**config.mk**
```make
export PLATFORM = sky130hd
export DESIGN_NAME = schedule_setpoint_interpolator_flat
export DESIGN_NICKNAME = d
export VERILOG_FILES = /design/src/hdl/sspi_pkg.sv /design/src/hdl/sspi_if.sv /design/src/hdl/sspi_ram.sv /design/src/hdl/sspi_div.sv /design/src/hdl/schedule_setpoint_interpolator.sv /design/src/flat_wrapper.sv
export SDC_FILE = /design/constraint.sdc
export NUM_CORES = 2
export LEC_CHECK = 0
export ABC_AREA = 1
export BUFFER_PORTS_ARGS = -buffer_cell sky130_fd_sc_hd__buf_2
export CORE_ASPECT_RATIO = 2
export CORE_MARGIN = 3
export CORE_UTILIZATION = 30
export DETAILED_ROUTE_END_ITERATION = 12
export HOLD_SLACK_MARGIN = 0.06
export PLACE_DENSITY = 0.47
export SLEW_MARGIN = 20
export SYNTH_ARGS = -nofsm -noshare
export SYNTH_HDL_FRONTEND = slang
export SYNTH_SLANG_ARGS = --single-unit
```
**constraint.sdc**
```tcl
create_clock -name clk -period 9.75 [get_ports clk]
set_input_delay 0 -clock clk [delete_from_list [all_inputs] [get_ports clk]]
set_output_delay 0 -clock clk [all_outputs]
set_load 0.01 [all_outputs]
```
**src/hdl/sspi_pkg.sv**
```systemverilog
// Shared constants, types and register codes of the schedule setpoint interpolator.
package sspi_pkg;

  // Schedule geometry
  localparam int MAX_ENTRIES = 8;
  localparam int SEASONS     = 4;
  localparam int BANK_DEPTH  = SEASONS * MAX_ENTRIES;
  localparam int ADDR_W      = $clog2(BANK_DEPTH);
  localparam int ENT_W       = $clog2(MAX_ENTRIES);
  localparam int CNT_W       = $clog2(MAX_ENTRIES + 1);

  // Field widths
  localparam int SEASON_W   = 2;
  localparam int INDEX_W    = 3;
  localparam int MINUTE_W   = 11;
  localparam int TEMP_W     = 10;
  localparam int QMIN_W     = 16;
  localparam int COUNT_W    = 4;
  localparam int CFG_IDX_W  = 3;
  localparam int CFG_DATA_W = 10;

  localparam int MINUTES_PER_DAY = 24 * 60;
  localparam int PERCENT         = 100;
  localparam int TEMP_MAX        = (2 ** TEMP_W) - 1;

  // Minute reduction: one conditional subtract of MINUTES_PER_DAY << step per cycle
  localparam int MOD_STEPS = $clog2(((2 ** QMIN_W) - 1) / MINUTES_PER_DAY + 1);
  localparam int STEP_W    = $clog2(MOD_STEPS);

  // Interpolation arithmetic
  localparam int OFS_W   = MINUTE_W + 2;       // signed offset and span in minutes
  localparam int DVS_W   = OFS_W - 1;          // divisor magnitude
  localparam int NUM_W   = 19;                 // magnitude of offset * PERCENT
  localparam int DIFF_W  = TEMP_W + 1;         // signed setpoint difference
  localparam int PROD_W  = DIFF_W + NUM_W + 1; // signed difference * fraction
  localparam int DIVD_W  = 29;                 // magnitude of that product
  localparam int SUM_W   = DIVD_W + 2;
  localparam int ITER_W  = $clog2(DIVD_W + 1);

  // Scaling by PERCENT: multiply by a rounded-up reciprocal, then shift.
  // The rounding error times any DIVD_W-bit magnitude stays below 2**RECIP_SHIFT.
  localparam int     RECIP_SHIFT = 35;
  localparam int     RECIP_W     = 29;
  localparam longint RECIP_PCT   = ((longint'(1) << RECIP_SHIFT) + PERCENT - 1) / PERCENT;
  localparam int     SCALED_W    = DIVD_W + RECIP_W;

  typedef struct packed {
    logic [MINUTE_W-1:0] start;
    logic [TEMP_W-1:0]   temp;
  } entry_t;

  localparam int ENTRY_BITS = $bits(entry_t);

  typedef struct packed {
    logic              go;
    logic [DIVD_W-1:0] dividend;
    logic [DVS_W-1:0]  divisor;
    logic [ITER_W-1:0] iters;
  } div_cmd_t;

  typedef struct packed {
    logic              done;
    logic [DIVD_W-1:0] quo;
  } div_stat_t;

  typedef enum logic [CFG_IDX_W-1:0] {
    CFG_ACTIVE_SEASON = 3'd0,
    CFG_COUNT_SPRING  = 3'd1,
    CFG_COUNT_SUMMER  = 3'd2,
    CFG_COUNT_AUTUMN  = 3'd3,
    CFG_COUNT_WINTER  = 3'd4,
    CFG_AVG_MODE      = 3'd5,
    CFG_VACATION_MODE = 3'd6,
    CFG_VACATION_TEMP = 3'd7
  } cfg_reg_t;

endpackage

```
**src/hdl/sspi_if.sv**
```systemverilog
// Channel interfaces: request words, response words and configuration writes.
interface sspi_req_if;
  import sspi_pkg::*;
  logic                valid;
  logic                ready;
  logic                req_type;
  logic [SEASON_W-1:0] entry_season;
  logic [INDEX_W-1:0]  entry_index;
  logic [MINUTE_W-1:0] entry_minute;
  logic [TEMP_W-1:0]   entry_temp;
  logic [QMIN_W-1:0]   query_minute;

  modport source (output valid, req_type, entry_season, entry_index, entry_minute,
                  entry_temp, query_minute, input ready);
  modport sink (input valid, req_type, entry_season, entry_index, entry_minute,
                entry_temp, query_minute, output ready);
endinterface

interface sspi_rsp_if;
  import sspi_pkg::*;
  logic               valid;
  logic               ready;
  logic [TEMP_W-1:0]  target_temp;
  logic [INDEX_W-1:0] matched_entry;

  modport source (output valid, target_temp, matched_entry, input ready);
  modport sink (input valid, target_temp, matched_entry, output ready);
endinterface

interface sspi_cfg_if;
  import sspi_pkg::*;
  logic                  valid;
  logic                  ready;
  logic [CFG_IDX_W-1:0]  index;
  logic [CFG_DATA_W-1:0] wdata;

  modport source (output valid, index, wdata, input ready);
  modport sink (input valid, index, wdata, output ready);
endinterface

```
**src/hdl/sspi_ram.sv**
```systemverilog
// Generic single-write, single-read RAM with registered read data.
module sspi_ram #(
  parameter int WIDTH = 8,
  parameter int DEPTH = 16
) (
  input  logic                     clk,
  input  logic                     we,
  input  logic [$clog2(DEPTH)-1:0] waddr,
  input  logic [WIDTH-1:0]         wdata,
  input  logic [$clog2(DEPTH)-1:0] raddr,
  output logic [WIDTH-1:0]         rdata
);

  logic [WIDTH-1:0] mem [DEPTH];

  // Write port and registered read port
  always_ff @(posedge clk) begin
    if (we) begin
      mem[waddr] <= wdata;
    end
    rdata <= mem[raddr];
  end

endmodule

```
**src/hdl/sspi_div.sv**
```systemverilog
// Radix-2 restoring divider, one quotient bit per cycle, dividend left-aligned.
module sspi_div (
  input  logic                clk,
  input  logic                rst,
  input  sspi_pkg::div_cmd_t  cmd,
  output sspi_pkg::div_stat_t stat
);
  import sspi_pkg::*;

  logic              busy;
  logic              done;
  logic [ITER_W-1:0] cnt;
  logic [DVS_W-1:0]  rem;
  logic [DVS_W-1:0]  dvs;
  logic [DIVD_W-1:0] shreg;

  logic [DVS_W:0]    trial;
  logic              ge;
  logic [DVS_W-1:0]  rem_next;

  // Trial subtract of the divisor from the shifted partial remainder
  assign trial    = {rem, shreg[DIVD_W-1]};
  assign ge       = trial >= {1'b0, dvs};
  assign rem_next = ge ? DVS_W'(trial - {1'b0, dvs}) : trial[DVS_W-1:0];

  // Sequence the iterations
  always_ff @(posedge clk) begin
    if (rst) begin
      busy <= 1'b0;
      done <= 1'b0;
      cnt  <= '0;
    end else begin
      done <= 1'b0;
      if (cmd.go) begin
        busy <= 1'b1;
        cnt  <= cmd.iters;
      end else if (busy) begin
        cnt <= cnt - ITER_W'(1);
        if (cnt == ITER_W'(1)) begin
          busy <= 1'b0;
          done <= 1'b1;
        end
      end
    end
  end

  // Load operands, then shift quotient bits in
  always_ff @(posedge clk) begin
    if (cmd.go) begin
      rem   <= '0;
      dvs   <= cmd.divisor;
      shreg <= cmd.dividend;
    end else if (busy) begin
      rem   <= rem_next;
      shreg <= {shreg[DIVD_W-2:0], ge};
    end
  end

  assign stat.done = done;
  assign stat.quo  = shreg;

endmodule

```
**src/hdl/schedule_setpoint_interpolator.sv**
```systemverilog
// Top level: schedule memory, lookup sequencer and setpoint interpolation.
//
// Stores a daily setpoint schedule of up to MAX_ENTRIES entries for each of
// SEASONS seasons in one synchronous RAM, and answers one word per request.
// A write request stores an entry and answers zero. A query reduces its
// minute modulo 1440, then reads the active season's entries one per cycle
// (one RAM read port). In averaging mode a one-bit-per-cycle divider forms
// the fraction as 19 quotient bits and a reciprocal multiply divides by 100.
// The block takes one request at a time; a finished word waits in the
// output register while the next request is taken. The schedule RAM is not
// cleared after reset: entries must be written before a query reaches them.
// Configuration writes are taken in every cycle and must only be issued while
// the block is idle.
module schedule_setpoint_interpolator (
  input logic        clk,
  input logic        rst,
  sspi_req_if.sink   req,
  sspi_rsp_if.source rsp,
  sspi_cfg_if.sink   cfg
);
  import sspi_pkg::*;

  typedef enum logic [9:0] {
    ST_IDLE  = 10'b0000000001,
    ST_MOD   = 10'b0000000010,
    ST_WALK  = 10'b0000000100,
    ST_PREP  = 10'b0000001000,
    ST_DIV1  = 10'b0000010000,
    ST_MUL   = 10'b0000100000,
    ST_SCALE = 10'b0001000000,
    ST_QUO   = 10'b0010000000,
    ST_SUM   = 10'b0100000000,
    ST_EMIT  = 10'b1000000000
  } state_t;

  // Configuration registers
  logic [SEASON_W-1:0] active_season;
  logic [COUNT_W-1:0]  counts [4];
  logic                avg_mode;
  logic                vacation_mode;
  logic [TEMP_W-1:0]   vacation_temp;

  // Sequencer state
  state_t              state;
  logic [QMIN_W-1:0]   minute;
  logic [STEP_W-1:0]   step;
  logic [CNT_W-1:0]    k;
  logic                found;
  logic [ENT_W-1:0]    idx;
  logic [ENT_W-1:0]    last;
  logic [ADDR_W-1:0]   base;
  entry_t              first;
  entry_t              prev;
  entry_t              ent;
  entry_t              nxt;
  logic                q_neg;
  logic [DIFF_W-1:0]   diff;
  logic [NUM_W:0]      q1;
  logic [PROD_W-1:0]   prod;
  logic [SCALED_W-1:0] scaled;
  logic [SUM_W-1:0]    q2;
  logic [TEMP_W-1:0]   res_temp;
  logic [INDEX_W-1:0]  res_idx;
  logic                out_valid;
  logic [TEMP_W-1:0]   out_temp;
  logic [INDEX_W-1:0]  out_idx;
  logic                div_go;
  logic [DIVD_W-1:0]   div_dvd;
  logic [DVS_W-1:0]    div_dvs;
  div_cmd_t            div_cmd;

  // Combinational helpers
  logic [SEASON_W-1:0] season_eff;
  logic [COUNT_W-1:0]  cnt_used;
  logic                req_take;
  logic                emit;
  logic                ram_we;
  logic [ADDR_W-1:0]   ram_waddr;
  logic [ADDR_W-1:0]   ram_raddr;
  logic [ENTRY_BITS-1:0] ram_rdata;
  entry_t              cur;
  entry_t              wr_entry;
  logic [CNT_W-1:0]    t;
  logic [MINUTE_W-1:0] min11;
  logic [QMIN_W:0]     mod_sub;
  logic                wrap;
  logic [OFS_W-1:0]    m_ofs;
  logic [OFS_W-1:0]    rng;
  logic [OFS_W-1:0]    rng_fix;
  logic [OFS_W-1:0]    rng_abs;
  logic [NUM_W:0]      num;
  logic [NUM_W:0]      num_abs;
  logic [PROD_W-1:0]   prod_abs;
  logic [SCALED_W-RECIP_SHIFT-1:0] quo_pct;
  logic [SUM_W-1:0]    sum;
  logic [TEMP_W-1:0]   sum_sat;
  div_stat_t           div_stat;

  function automatic logic [SEASON_W-1:0] season_mod(input logic [SEASON_W-1:0] s_in);
    logic [SEASON_W-1:0] s;
    s = s_in;
    for (int i = 0; i < 3; i++) begin
      if (int'(s) >= SEASONS) begin
        s = s - SEASON_W'(SEASONS);
      end
    end
    return s;
  endfunction

  // Active season and its clamped entry count
  always_comb begin
    season_eff = season_mod(active_season);
    cnt_used   = counts[season_eff];
    if (cnt_used == '0) begin
      cnt_used = COUNT_W'(1);
    end
    if (int'(cnt_used) > MAX_ENTRIES) begin
      cnt_used = COUNT_W'(MAX_ENTRIES);
    end
  end

  // Configuration port
  assign cfg.ready = 1'b1;

  always_ff @(posedge clk) begin
    if (rst) begin
      active_season <= '0;
      for (int i = 0; i < 4; i++) begin
        counts[i] <= COUNT_W'(1);
      end
      avg_mode      <= 1'b0;
      vacation_mode <= 1'b0;
      vacation_temp <= TEMP_W'(600);
    end else if (cfg.valid) begin
      case (cfg.index)
        CFG_ACTIVE_SEASON: active_season <= cfg.wdata[SEASON_W-1:0];
        CFG_COUNT_SPRING:  counts[0]     <= cfg.wdata[COUNT_W-1:0];
        CFG_COUNT_SUMMER:  counts[1]     <= cfg.wdata[COUNT_W-1:0];
        CFG_COUNT_AUTUMN:  counts[2]     <= cfg.wdata[COUNT_W-1:0];
        CFG_COUNT_WINTER:  counts[3]     <= cfg.wdata[COUNT_W-1:0];
        CFG_AVG_MODE:      avg_mode      <= cfg.wdata[0];
        CFG_VACATION_MODE: vacation_mode <= cfg.wdata[0];
        CFG_VACATION_TEMP: vacation_temp <= cfg.wdata[TEMP_W-1:0];
        default: ;
      endcase
    end
  end

  // Schedule memory: entries written from idle, read one per cycle in the walk
  assign req.ready = (state == ST_IDLE);
  assign req_take  = req.valid && req.ready;
  assign ram_we    = req_take && !req.req_type && (int'(req.entry_season) < SEASONS) &&
                     (int'(req.entry_index) < MAX_ENTRIES);
  assign ram_waddr = ADDR_W'(int'(req.entry_season) * MAX_ENTRIES + int'(req.entry_index));
  assign wr_entry  = '{start: req.entry_minute, temp: req.entry_temp};
  assign ram_raddr = base + ADDR_W'(k[ENT_W-1:0]);
  assign cur       = entry_t'(ram_rdata);

  // Output word is loaded when the slot is free or being emptied
  assign emit = (state == ST_EMIT) && (!out_valid || rsp.ready);

  sspi_ram #(
    .WIDTH(ENTRY_BITS),
    .DEPTH(BANK_DEPTH)
  ) u_ram (
    .clk  (clk),
    .we   (ram_we),
    .waddr(ram_waddr),
    .wdata(wr_entry),
    .raddr(ram_raddr),
    .rdata(ram_rdata)
  );

  assign div_cmd = '{go: div_go, dividend: div_dvd, divisor: div_dvs,
                     iters: ITER_W'(NUM_W)};

  sspi_div u_div (
    .clk (clk),
    .rst (rst),
    .cmd (div_cmd),
    .stat(div_stat)
  );

  // Datapath terms
  always_comb begin
    t       = k - CNT_W'(1);
    min11   = minute[MINUTE_W-1:0];
    mod_sub = (QMIN_W + 1)'(MINUTES_PER_DAY) << step;
    wrap    = (idx == last);
    if (min11 < ent.start) begin
      m_ofs = OFS_W'(min11) + OFS_W'(MINUTES_PER_DAY) - OFS_W'(ent.start);
    end else begin
      m_ofs = OFS_W'(min11) - OFS_W'(ent.start);
    end
    rng = OFS_W'(nxt.start) - OFS_W'(ent.start) +
          (wrap ? OFS_W'(MINUTES_PER_DAY) : {OFS_W{1'b0}});
    rng_fix  = (rng == '0) ? OFS_W'(1) : rng;
    rng_abs  = rng_fix[OFS_W-1] ? (~rng_fix + OFS_W'(1)) : rng_fix;
    num      = {{(NUM_W + 1 - OFS_W){m_ofs[OFS_W-1]}}, m_ofs} * (NUM_W + 1)'(PERCENT);
    num_abs  = num[NUM_W] ? (~num + (NUM_W + 1)'(1)) : num;
    prod_abs = prod[PROD_W-1] ? (~prod + PROD_W'(1)) : prod;
    quo_pct  = scaled[SCALED_W-1:RECIP_SHIFT];
    sum      = SUM_W'(ent.temp) + q2;
    if (sum[SUM_W-1]) begin
      sum_sat = '0;
    end else if (sum > SUM_W'(TEMP_MAX)) begin
      sum_sat = TEMP_W'(TEMP_MAX);
    end else begin
      sum_sat = sum[TEMP_W-1:0];
    end
  end

  // Sequencer control
  always_ff @(posedge clk) begin
    if (rst) begin
      state     <= ST_IDLE;
      out_valid <= 1'b0;
      div_go    <= 1'b0;
      found     <= 1'b0;
    end else begin
      div_go <= 1'b0;
      // Load a finished word, or drop the one taken
      if (emit) begin
        out_valid <= 1'b1;
      end else if (rsp.ready) begin
        out_valid <= 1'b0;
      end
      case (state)
        ST_IDLE: begin
          if (req_take) begin
            state <= req.req_type ? ST_MOD : ST_EMIT;
          end
        end
        ST_MOD: begin
          if (step == '0) begin
            state <= ST_WALK;
            found <= 1'b0;
          end
        end
        ST_WALK: begin
          if (k != '0 && !found) begin
            if (t != '0 && min11 >= prev.start && min11 < cur.start) begin
              found <= 1'b1;
            end else if (t == CNT_W'(last)) begin
              found <= 1'b1;
            end
          end
          if (k == CNT_W'(last) + CNT_W'(1)) begin
            state <= ST_PREP;
          end
        end
        ST_PREP: begin
          if (vacation_mode || !avg_mode) begin
            state <= ST_EMIT;
          end else begin
            div_go <= 1'b1;
            state  <= ST_DIV1;
          end
        end
        ST_DIV1: begin
          if (div_stat.done) begin
            state <= ST_MUL;
          end
        end
        ST_MUL:   state <= ST_SCALE;
        ST_SCALE: state <= ST_QUO;
        ST_QUO:   state <= ST_SUM;
        ST_SUM:   state <= ST_EMIT;
        ST_EMIT: begin
          if (emit) begin
            state <= ST_IDLE;
          end
        end
        default: state <= ST_IDLE;
      endcase
    end
  end

  // Sequencer datapath
  always_ff @(posedge clk) begin
    case (state)
      ST_IDLE: begin
        res_temp <= '0;
        res_idx  <= '0;
        minute   <= req.query_minute;
        step     <= STEP_W'(MOD_STEPS - 1);
        base     <= ADDR_W'(int'(season_eff) * MAX_ENTRIES);
        last     <= ENT_W'(cnt_used - COUNT_W'(1));
        k        <= '0;
      end
      ST_MOD: begin
        // Strip MINUTES_PER_DAY << step from the minute when it fits
        if ({1'b0, minute} >= mod_sub) begin
          minute <= minute - mod_sub[QMIN_W-1:0];
        end
        step <= step - STEP_W'(1);
      end
      ST_WALK: begin
        k <= k + CNT_W'(1);
        if (k != '0) begin
          prev <= cur;
          if (t == '0) begin
            first <= cur;
          end
          if (!found) begin
            if (t != '0 && min11 >= prev.start && min11 < cur.start) begin
              idx <= t[ENT_W-1:0] - ENT_W'(1);
              ent <= prev;
              nxt <= cur;
            end else if (t == CNT_W'(last)) begin
              idx <= last;
              ent <= cur;
              nxt <= (t == '0) ? cur : first;
            end
          end
        end
      end
      ST_PREP: begin
        res_idx  <= INDEX_W'(idx);
        res_temp <= vacation_mode ? vacation_temp : ent.temp;
        diff     <= DIFF_W'(nxt.temp) - DIFF_W'(ent.temp);
        q_neg    <= num[NUM_W] ^ rng_fix[OFS_W-1];
        div_dvd  <= {num_abs[NUM_W-1:0], {(DIVD_W - NUM_W){1'b0}}};
        div_dvs  <= rng_abs[DVS_W-1:0];
      end
      ST_DIV1: begin
        if (q_neg) begin
          q1 <= ~{1'b0, div_stat.quo[NUM_W-1:0]} + (NUM_W + 1)'(1);
        end else begin
          q1 <= {1'b0, div_stat.quo[NUM_W-1:0]};
        end
      end
      ST_MUL: begin
        prod <= {{(PROD_W - DIFF_W){diff[DIFF_W-1]}}, diff} *
                {{(PROD_W - NUM_W - 1){q1[NUM_W]}}, q1};
      end
      ST_SCALE: begin
        // Divide the magnitude by PERCENT through the reciprocal
        q_neg  <= prod[PROD_W-1];
        scaled <= SCALED_W'(prod_abs[DIVD_W-1:0]) * SCALED_W'(RECIP_PCT);
      end
      ST_QUO: begin
        if (q_neg) begin
          q2 <= ~SUM_W'(quo_pct) + SUM_W'(1);
        end else begin
          q2 <= SUM_W'(quo_pct);
        end
      end
      ST_SUM: res_temp <= sum_sat;
      ST_EMIT: begin
        if (emit) begin
          out_temp <= res_temp;
          out_idx  <= res_idx;
        end
      end
      default: ;
    endcase
  end

  // Response word
  assign rsp.valid         = out_valid;
  assign rsp.target_temp   = out_temp;
  assign rsp.matched_entry = out_idx;

endmodule
```
**src/flat_wrapper.sv**
```systemverilog
// flat-port wrapper written by rule: the top's interface ports become plain ports
module schedule_setpoint_interpolator_flat import sspi_pkg::*;
  (clk, rst, req_valid, req_req_type, req_entry_season, req_entry_index, req_entry_minute, req_entry_temp, req_query_minute, req_ready, rsp_valid, rsp_target_temp, rsp_matched_entry, rsp_ready, cfg_valid, cfg_index, cfg_wdata, cfg_ready);
  sspi_req_if req_i ();
  sspi_rsp_if rsp_i ();
  sspi_cfg_if cfg_i ();
  input logic clk;
  input logic rst;
  input wire logic [$bits(req_i.valid)-1:0] req_valid;
  input wire logic [$bits(req_i.req_type)-1:0] req_req_type;
  input wire logic [$bits(req_i.entry_season)-1:0] req_entry_season;
  input wire logic [$bits(req_i.entry_index)-1:0] req_entry_index;
  input wire logic [$bits(req_i.entry_minute)-1:0] req_entry_minute;
  input wire logic [$bits(req_i.entry_temp)-1:0] req_entry_temp;
  input wire logic [$bits(req_i.query_minute)-1:0] req_query_minute;
  output wire logic [$bits(req_i.ready)-1:0] req_ready;
  output wire logic [$bits(rsp_i.valid)-1:0] rsp_valid;
  output wire logic [$bits(rsp_i.target_temp)-1:0] rsp_target_temp;
  output wire logic [$bits(rsp_i.matched_entry)-1:0] rsp_matched_entry;
  input wire logic [$bits(rsp_i.ready)-1:0] rsp_ready;
  input wire logic [$bits(cfg_i.valid)-1:0] cfg_valid;
  input wire logic [$bits(cfg_i.index)-1:0] cfg_index;
  input wire logic [$bits(cfg_i.wdata)-1:0] cfg_wdata;
  output wire logic [$bits(cfg_i.ready)-1:0] cfg_ready;
  assign req_i.valid = req_valid;
  assign req_i.req_type = req_req_type;
  assign req_i.entry_season = req_entry_season;
  assign req_i.entry_index = req_entry_index;
  assign req_i.entry_minute = req_entry_minute;
  assign req_i.entry_temp = req_entry_temp;
  assign req_i.query_minute = req_query_minute;
  assign req_ready = req_i.ready;
  assign rsp_valid = rsp_i.valid;
  assign rsp_target_temp = rsp_i.target_temp;
  assign rsp_matched_entry = rsp_i.matched_entry;
  assign rsp_i.ready = rsp_ready;
  assign cfg_i.valid = cfg_valid;
  assign cfg_i.index = cfg_index;
  assign cfg_i.wdata = cfg_wdata;
  assign cfg_ready = cfg_i.ready;
  schedule_setpoint_interpolator u_core (.clk(clk), .rst(rst), .req(req_i), .rsp(rsp_i), .cfg(cfg_i));
endmodule
```
==> metrics.log <==
[metrics] run status: complete, no violations
[metrics] DRC violation count after routing: 0
[metrics] pre-CTS setup slack: 1.249 ns
[metrics] worst slew pin tran: 1.070 ns
[metrics] WL final: 219800 um
[metrics] final critical delay including setup and external delays: 8.553 ns
[metrics] Clock Tree Buf Depth: 3
[metrics] TritonCTS buffer count: 102
[metrics] post-route setup TNS: 0 ns
[metrics] cell leakage power: 33.78 nW
[metrics] Total Die Area: 0.2434 mm^2
[metrics] height of the die: 694.7 um
[metrics] maximum cell stage delay along the critical path: 0.57 ns
[metrics] # setup viols final: 0
[metrics] highest clock rate: 0.1169 GHz
[metrics] largest driver fanout on the critical path: 7
[metrics] Post-synth EDFFs: 1015
[metrics] Post-CTS Setup Repair Bufs: 0
[metrics] max-cap viol count: 0
[metrics] unrepaired setup endpoints after global routing: no
[metrics] CP most frequent cell: sky130_fd_sc_hd__inv_1
[metrics] area inside the core boundary: 0.2358 mm^2
[metrics] final critical-path share of the clock period: 87.72%
[metrics] clock tree from TritonCTS: yes
[metrics] count of vias placed by the detailed router: 50020
[metrics] Yosys warnings: 0
[metrics] critical path's slowest cell: sky130_fd_sc_hd__fa_1
[metrics] largest net degree at the start of global routing: 108
[metrics] power density of the placed cells: 283.7 mW/mm^2
[metrics] most instantiated flip-flop cell in the synthesis netlist: sky130_fd_sc_hd__edfxtp_1
[metrics] average wire per standard cell: 21.30 um
[metrics] hold_ws: 0.1571 ns
[metrics] Hold Violations, Final: 0
[metrics] Clock Sink Count: 1084
[metrics] count of pins on the block boundary: 77
[metrics] number of H-tree branching levels: 3
[metrics] half-perimeter wire length of the detailed placement result: 171200 um
[metrics] synthesized area: 0.07115 mm^2
[metrics] final instance count without filler cells: 10320
[metrics] initial antenna violation count: 17
[metrics] required time at the worst-slack endpoint: 10.21 ns
[metrics] gpl congestion: 0.9861
[metrics] die extent in x: 350.4 um
[metrics] mean post-synth cell area: 10.10 um^2
[metrics] portion of the post-synthesis area used by sequential elements: 44.78%
[metrics] Hold/Removal Path Class: in -> reg
[metrics] Setup CP Type: reg -> reg
[metrics] starting density of the core: 30.17%
[metrics] clk_skew: 0.04566 ns
[metrics] number of distinct standard cells referenced by the synthesized netlist: 62
[metrics] kind of start point of the critical path: register
[metrics] final net count: 8257
[metrics] cell count after synthesis: 7046
[metrics] root buf cell: sky130_fd_sc_hd__clkbuf_16
[metrics] global-route total usage across every layer: 18.09%
[metrics] area added between synthesis and finish: 11.76%
[metrics] Post-synth ARST share: 0%
[metrics] post-synthesis net count: 8130
[metrics] clock transition time at the flip-flop clock pins of the worst setup and hold paths: 0.07 ns
[metrics] total of flip-flops plus latches after synthesis: 1084
[metrics] global-route wire length before repair: 329600 um
[metrics] Cell Rows: 252
[metrics] data arrival time of the worst path: 9.01 ns
[metrics] number of port buffers: 75
[metrics] number of antenna-violating nets in the routed design: 0
[metrics] critical path endpoint category: register
[metrics] Rel. slew slack: 28.69%
[metrics] Max Slew Vio Count: 0
[metrics] post-detailed-route via-to-cell ratio: 4.846
[metrics] worst voltage drop across the vdd grid: 614.1 uV
[metrics] grt ovf: 0
[metrics] crit path setup slack, layout: 1.197 ns
[metrics] fraction of final layout cells sized beyond drive strength 1: 6.308%
[metrics] clock latency of the later-clocked register in the worst-skew pair: 0.74 ns
[metrics] 1st-iter DRT viols: 2562
[metrics] number of detailed-route iterations in the first pass: 5
[metrics] number of global-route vias before repair: 52980
[metrics] Cell Count Post-Placement: 10040
==> placed cells by master, fill, tap and decap left out, types with 11 or more instances in the layout <==
cell type and n:
sky130_fd_sc_hd__clkbuf_1 22, sky130_fd_sc_hd__a21o_1 18, sky130_fd_sc_hd__edfxtp_1 1015, sky130_fd_sc_hd__or2_2 36, sky130_fd_sc_hd__inv_1 1256, sky130_fd_sc_hd__xnor2_1 63
sky130_fd_sc_hd__fa_1 482, sky130_fd_sc_hd__o21ai_1 16, sky130_fd_sc_hd__clkinv_1 20, sky130_fd_sc_hd__o22ai_1 28, sky130_fd_sc_hd__a32oi_1 19, sky130_fd_sc_hd__clkinv_2 17
sky130_fd_sc_hd__nand3b_1 14, sky130_fd_sc_hd__a21oi_1 213, sky130_fd_sc_hd__nor2_1 668, sky130_fd_sc_hd__a31oi_1 45, sky130_fd_sc_hd__o221ai_1 146, sky130_fd_sc_hd__nand4_1 56
sky130_fd_sc_hd__o21bai_1 11, sky130_fd_sc_hd__o211ai_1 14, sky130_fd_sc_hd__nor4_1 25, sky130_fd_sc_hd__nand3_1 196, sky130_fd_sc_hd__buf_2 75, sky130_fd_sc_hd__xor2_1 148
sky130_fd_sc_hd__nor2_2 36, sky130_fd_sc_hd__diode_2 13, sky130_fd_sc_hd__buf_4 102, sky130_fd_sc_hd__dlygate4sd3_1 78, sky130_fd_sc_hd__clkbuf_16 105, sky130_fd_sc_hd__o21ai_0 595
sky130_fd_sc_hd__nor3_1 47, sky130_fd_sc_hd__nand2_1 966, sky130_fd_sc_hd__dfxtp_1 68, sky130_fd_sc_hd__ha_1 541
==> state kept, by name, summed over array words and instances (netlist names), 21 cells and up, named ones only <==
name	cells
u_core.ent	21
u_core.first	21
u_core.nxt	21
u_core.prev	21
u_core.prod	30
u_core.q2	31
u_core.scaled	23
u_core.u_div.shreg	29
u_core.u_ram.mem	672
u_core.u_ram.rdata	21
==> per-layer routing <==
metal	GRT usage [%]	vias up	wire, um
met5	0	-	24
met4	8.887	4	12420
met1	17.67	24870	74860
li1	-	23690	-
met3	1.736	432	6115
met2	36.87	1019	126400
==> final timing paths <==
path | start | endpoint | slack (ns) | cells after the start
worst max-delay path | u_core.prod[0] | u_core.scaled[56] | 1.20 | 34
worst min-delay path | req_query_minute[3] | u_core.minute[3] | 0.16 | 4
worst max register to register | u_core.prod[0] | u_core.scaled[56] | 1.20 | 34
worst min register to register | u_core.div_dvs[8] | u_core.u_div.dvs[8] | 0.42 | 0
==> critical path, delay by kind of cell (launching register included) <==
family / cells / cell delay (ns)
DFF: 1 / 0.38
AOI/OAI and AO/OA: 2 / 0.30
adders and majority gates: 9 / 4.03
xor gates and xnor gates: 1 / 0.37
buffers and inverters: 7 / 0.81
and+or+nand+nor: 15 / 2.41
==> area by class of cell <==
class / count / area, um^2
timing repair buffer: 255 / 1922
tap: 3048 / 3814
multi-input combinational: 4457 / 33700
clock buffer: 135 / 2820
sequential: 1084 / 31860
clock inverter: 57 / 576.8
inverter: 1273 / 4793
fill: 24000 / 156300
antenna: 13 / 32.53
==> logic make-up (layout without fill, tap and decap cells) <==
family | count (synthesis) | count (layout) | synth area share [%]
fa+ha+maj | 1023 | 1023 | 23.08
mux | 3 | 3 | 0.04221
compound gates | 1133 | 1133 | 9.252
xor+xnor | 212 | 212 | 2.610
simple gates | 2085 | 2085 | 12.21
flops | 1084 | 1084 | 44.78
buf+inv | 1505 | 1720 | 8.028
other cells | 1 | 14 | 0.005271
==> cells in the mapped netlist (11+ instances only) <==
cell | number | area (um^2)
sky130_fd_sc_hd__a21oi_1 | 213 | 1066
sky130_fd_sc_hd__xor2_1 | 149 | 1305
sky130_fd_sc_hd__ha_1 | 541 | 6769
sky130_fd_sc_hd__xnor2_1 | 63 | 551.8
sky130_fd_sc_hd__dfxtp_1 | 69 | 1381
sky130_fd_sc_hd__o22ai_1 | 28 | 175.2
sky130_fd_sc_hd__nand2_1 | 966 | 3626
sky130_fd_sc_hd__nor3_1 | 49 | 245.2
sky130_fd_sc_hd__o21ai_1 | 16 | 80.08
sky130_fd_sc_hd__clkbuf_1 | 196 | 735.7
sky130_fd_sc_hd__o21ai_0 | 595 | 2978
sky130_fd_sc_hd__nand4_1 | 56 | 350.3
sky130_fd_sc_hd__fa_1 | 482 | 9649
sky130_fd_sc_hd__nand3b_1 | 14 | 105.1
sky130_fd_sc_hd__buf_2 | 21 | 105.1
sky130_fd_sc_hd__a21o_1 | 18 | 135.1
sky130_fd_sc_hd__a32oi_1 | 19 | 166.4
sky130_fd_sc_hd__nor2_1 | 702 | 2635
sky130_fd_sc_hd__or2_2 | 36 | 225.2
sky130_fd_sc_hd__o21bai_1 | 11 | 82.58
sky130_fd_sc_hd__inv_1 | 1259 | 4726
sky130_fd_sc_hd__nand3_1 | 197 | 986.0
sky130_fd_sc_hd__a31oi_1 | 45 | 281.5
sky130_fd_sc_hd__edfxtp_1 | 1015 | 30480
sky130_fd_sc_hd__nor4_1 | 25 | 156.4
sky130_fd_sc_hd__o221ai_1 | 146 | 1279
sky130_fd_sc_hd__o211ai_1 | 14 | 105.1
==> power by group <==
group	switching (mW)	internal, mW
Sequential	0.254	5.77
Clock	1.89	2.20
Combinational	8.41	4.04
==> timing repair <==
item / in CTS / in global routing
gates resized for setup: 0 / 0
endpoints found under the hold margin: 816 / 0
hold buffers: 78 / 0
==> through the flow <==
stage	util [%]	total power, mW	instance area (um^2)
global placement	31.93	18.61	75310
floorplan	-	15.41	71150
CTS	33.70	22.90	79490
detailed placement	31.93	18.70	75310
global route	33.71	24.56	79510
finish	33.72	22.56	79520
Note: power is estimated with default switching activity, not from simulation.
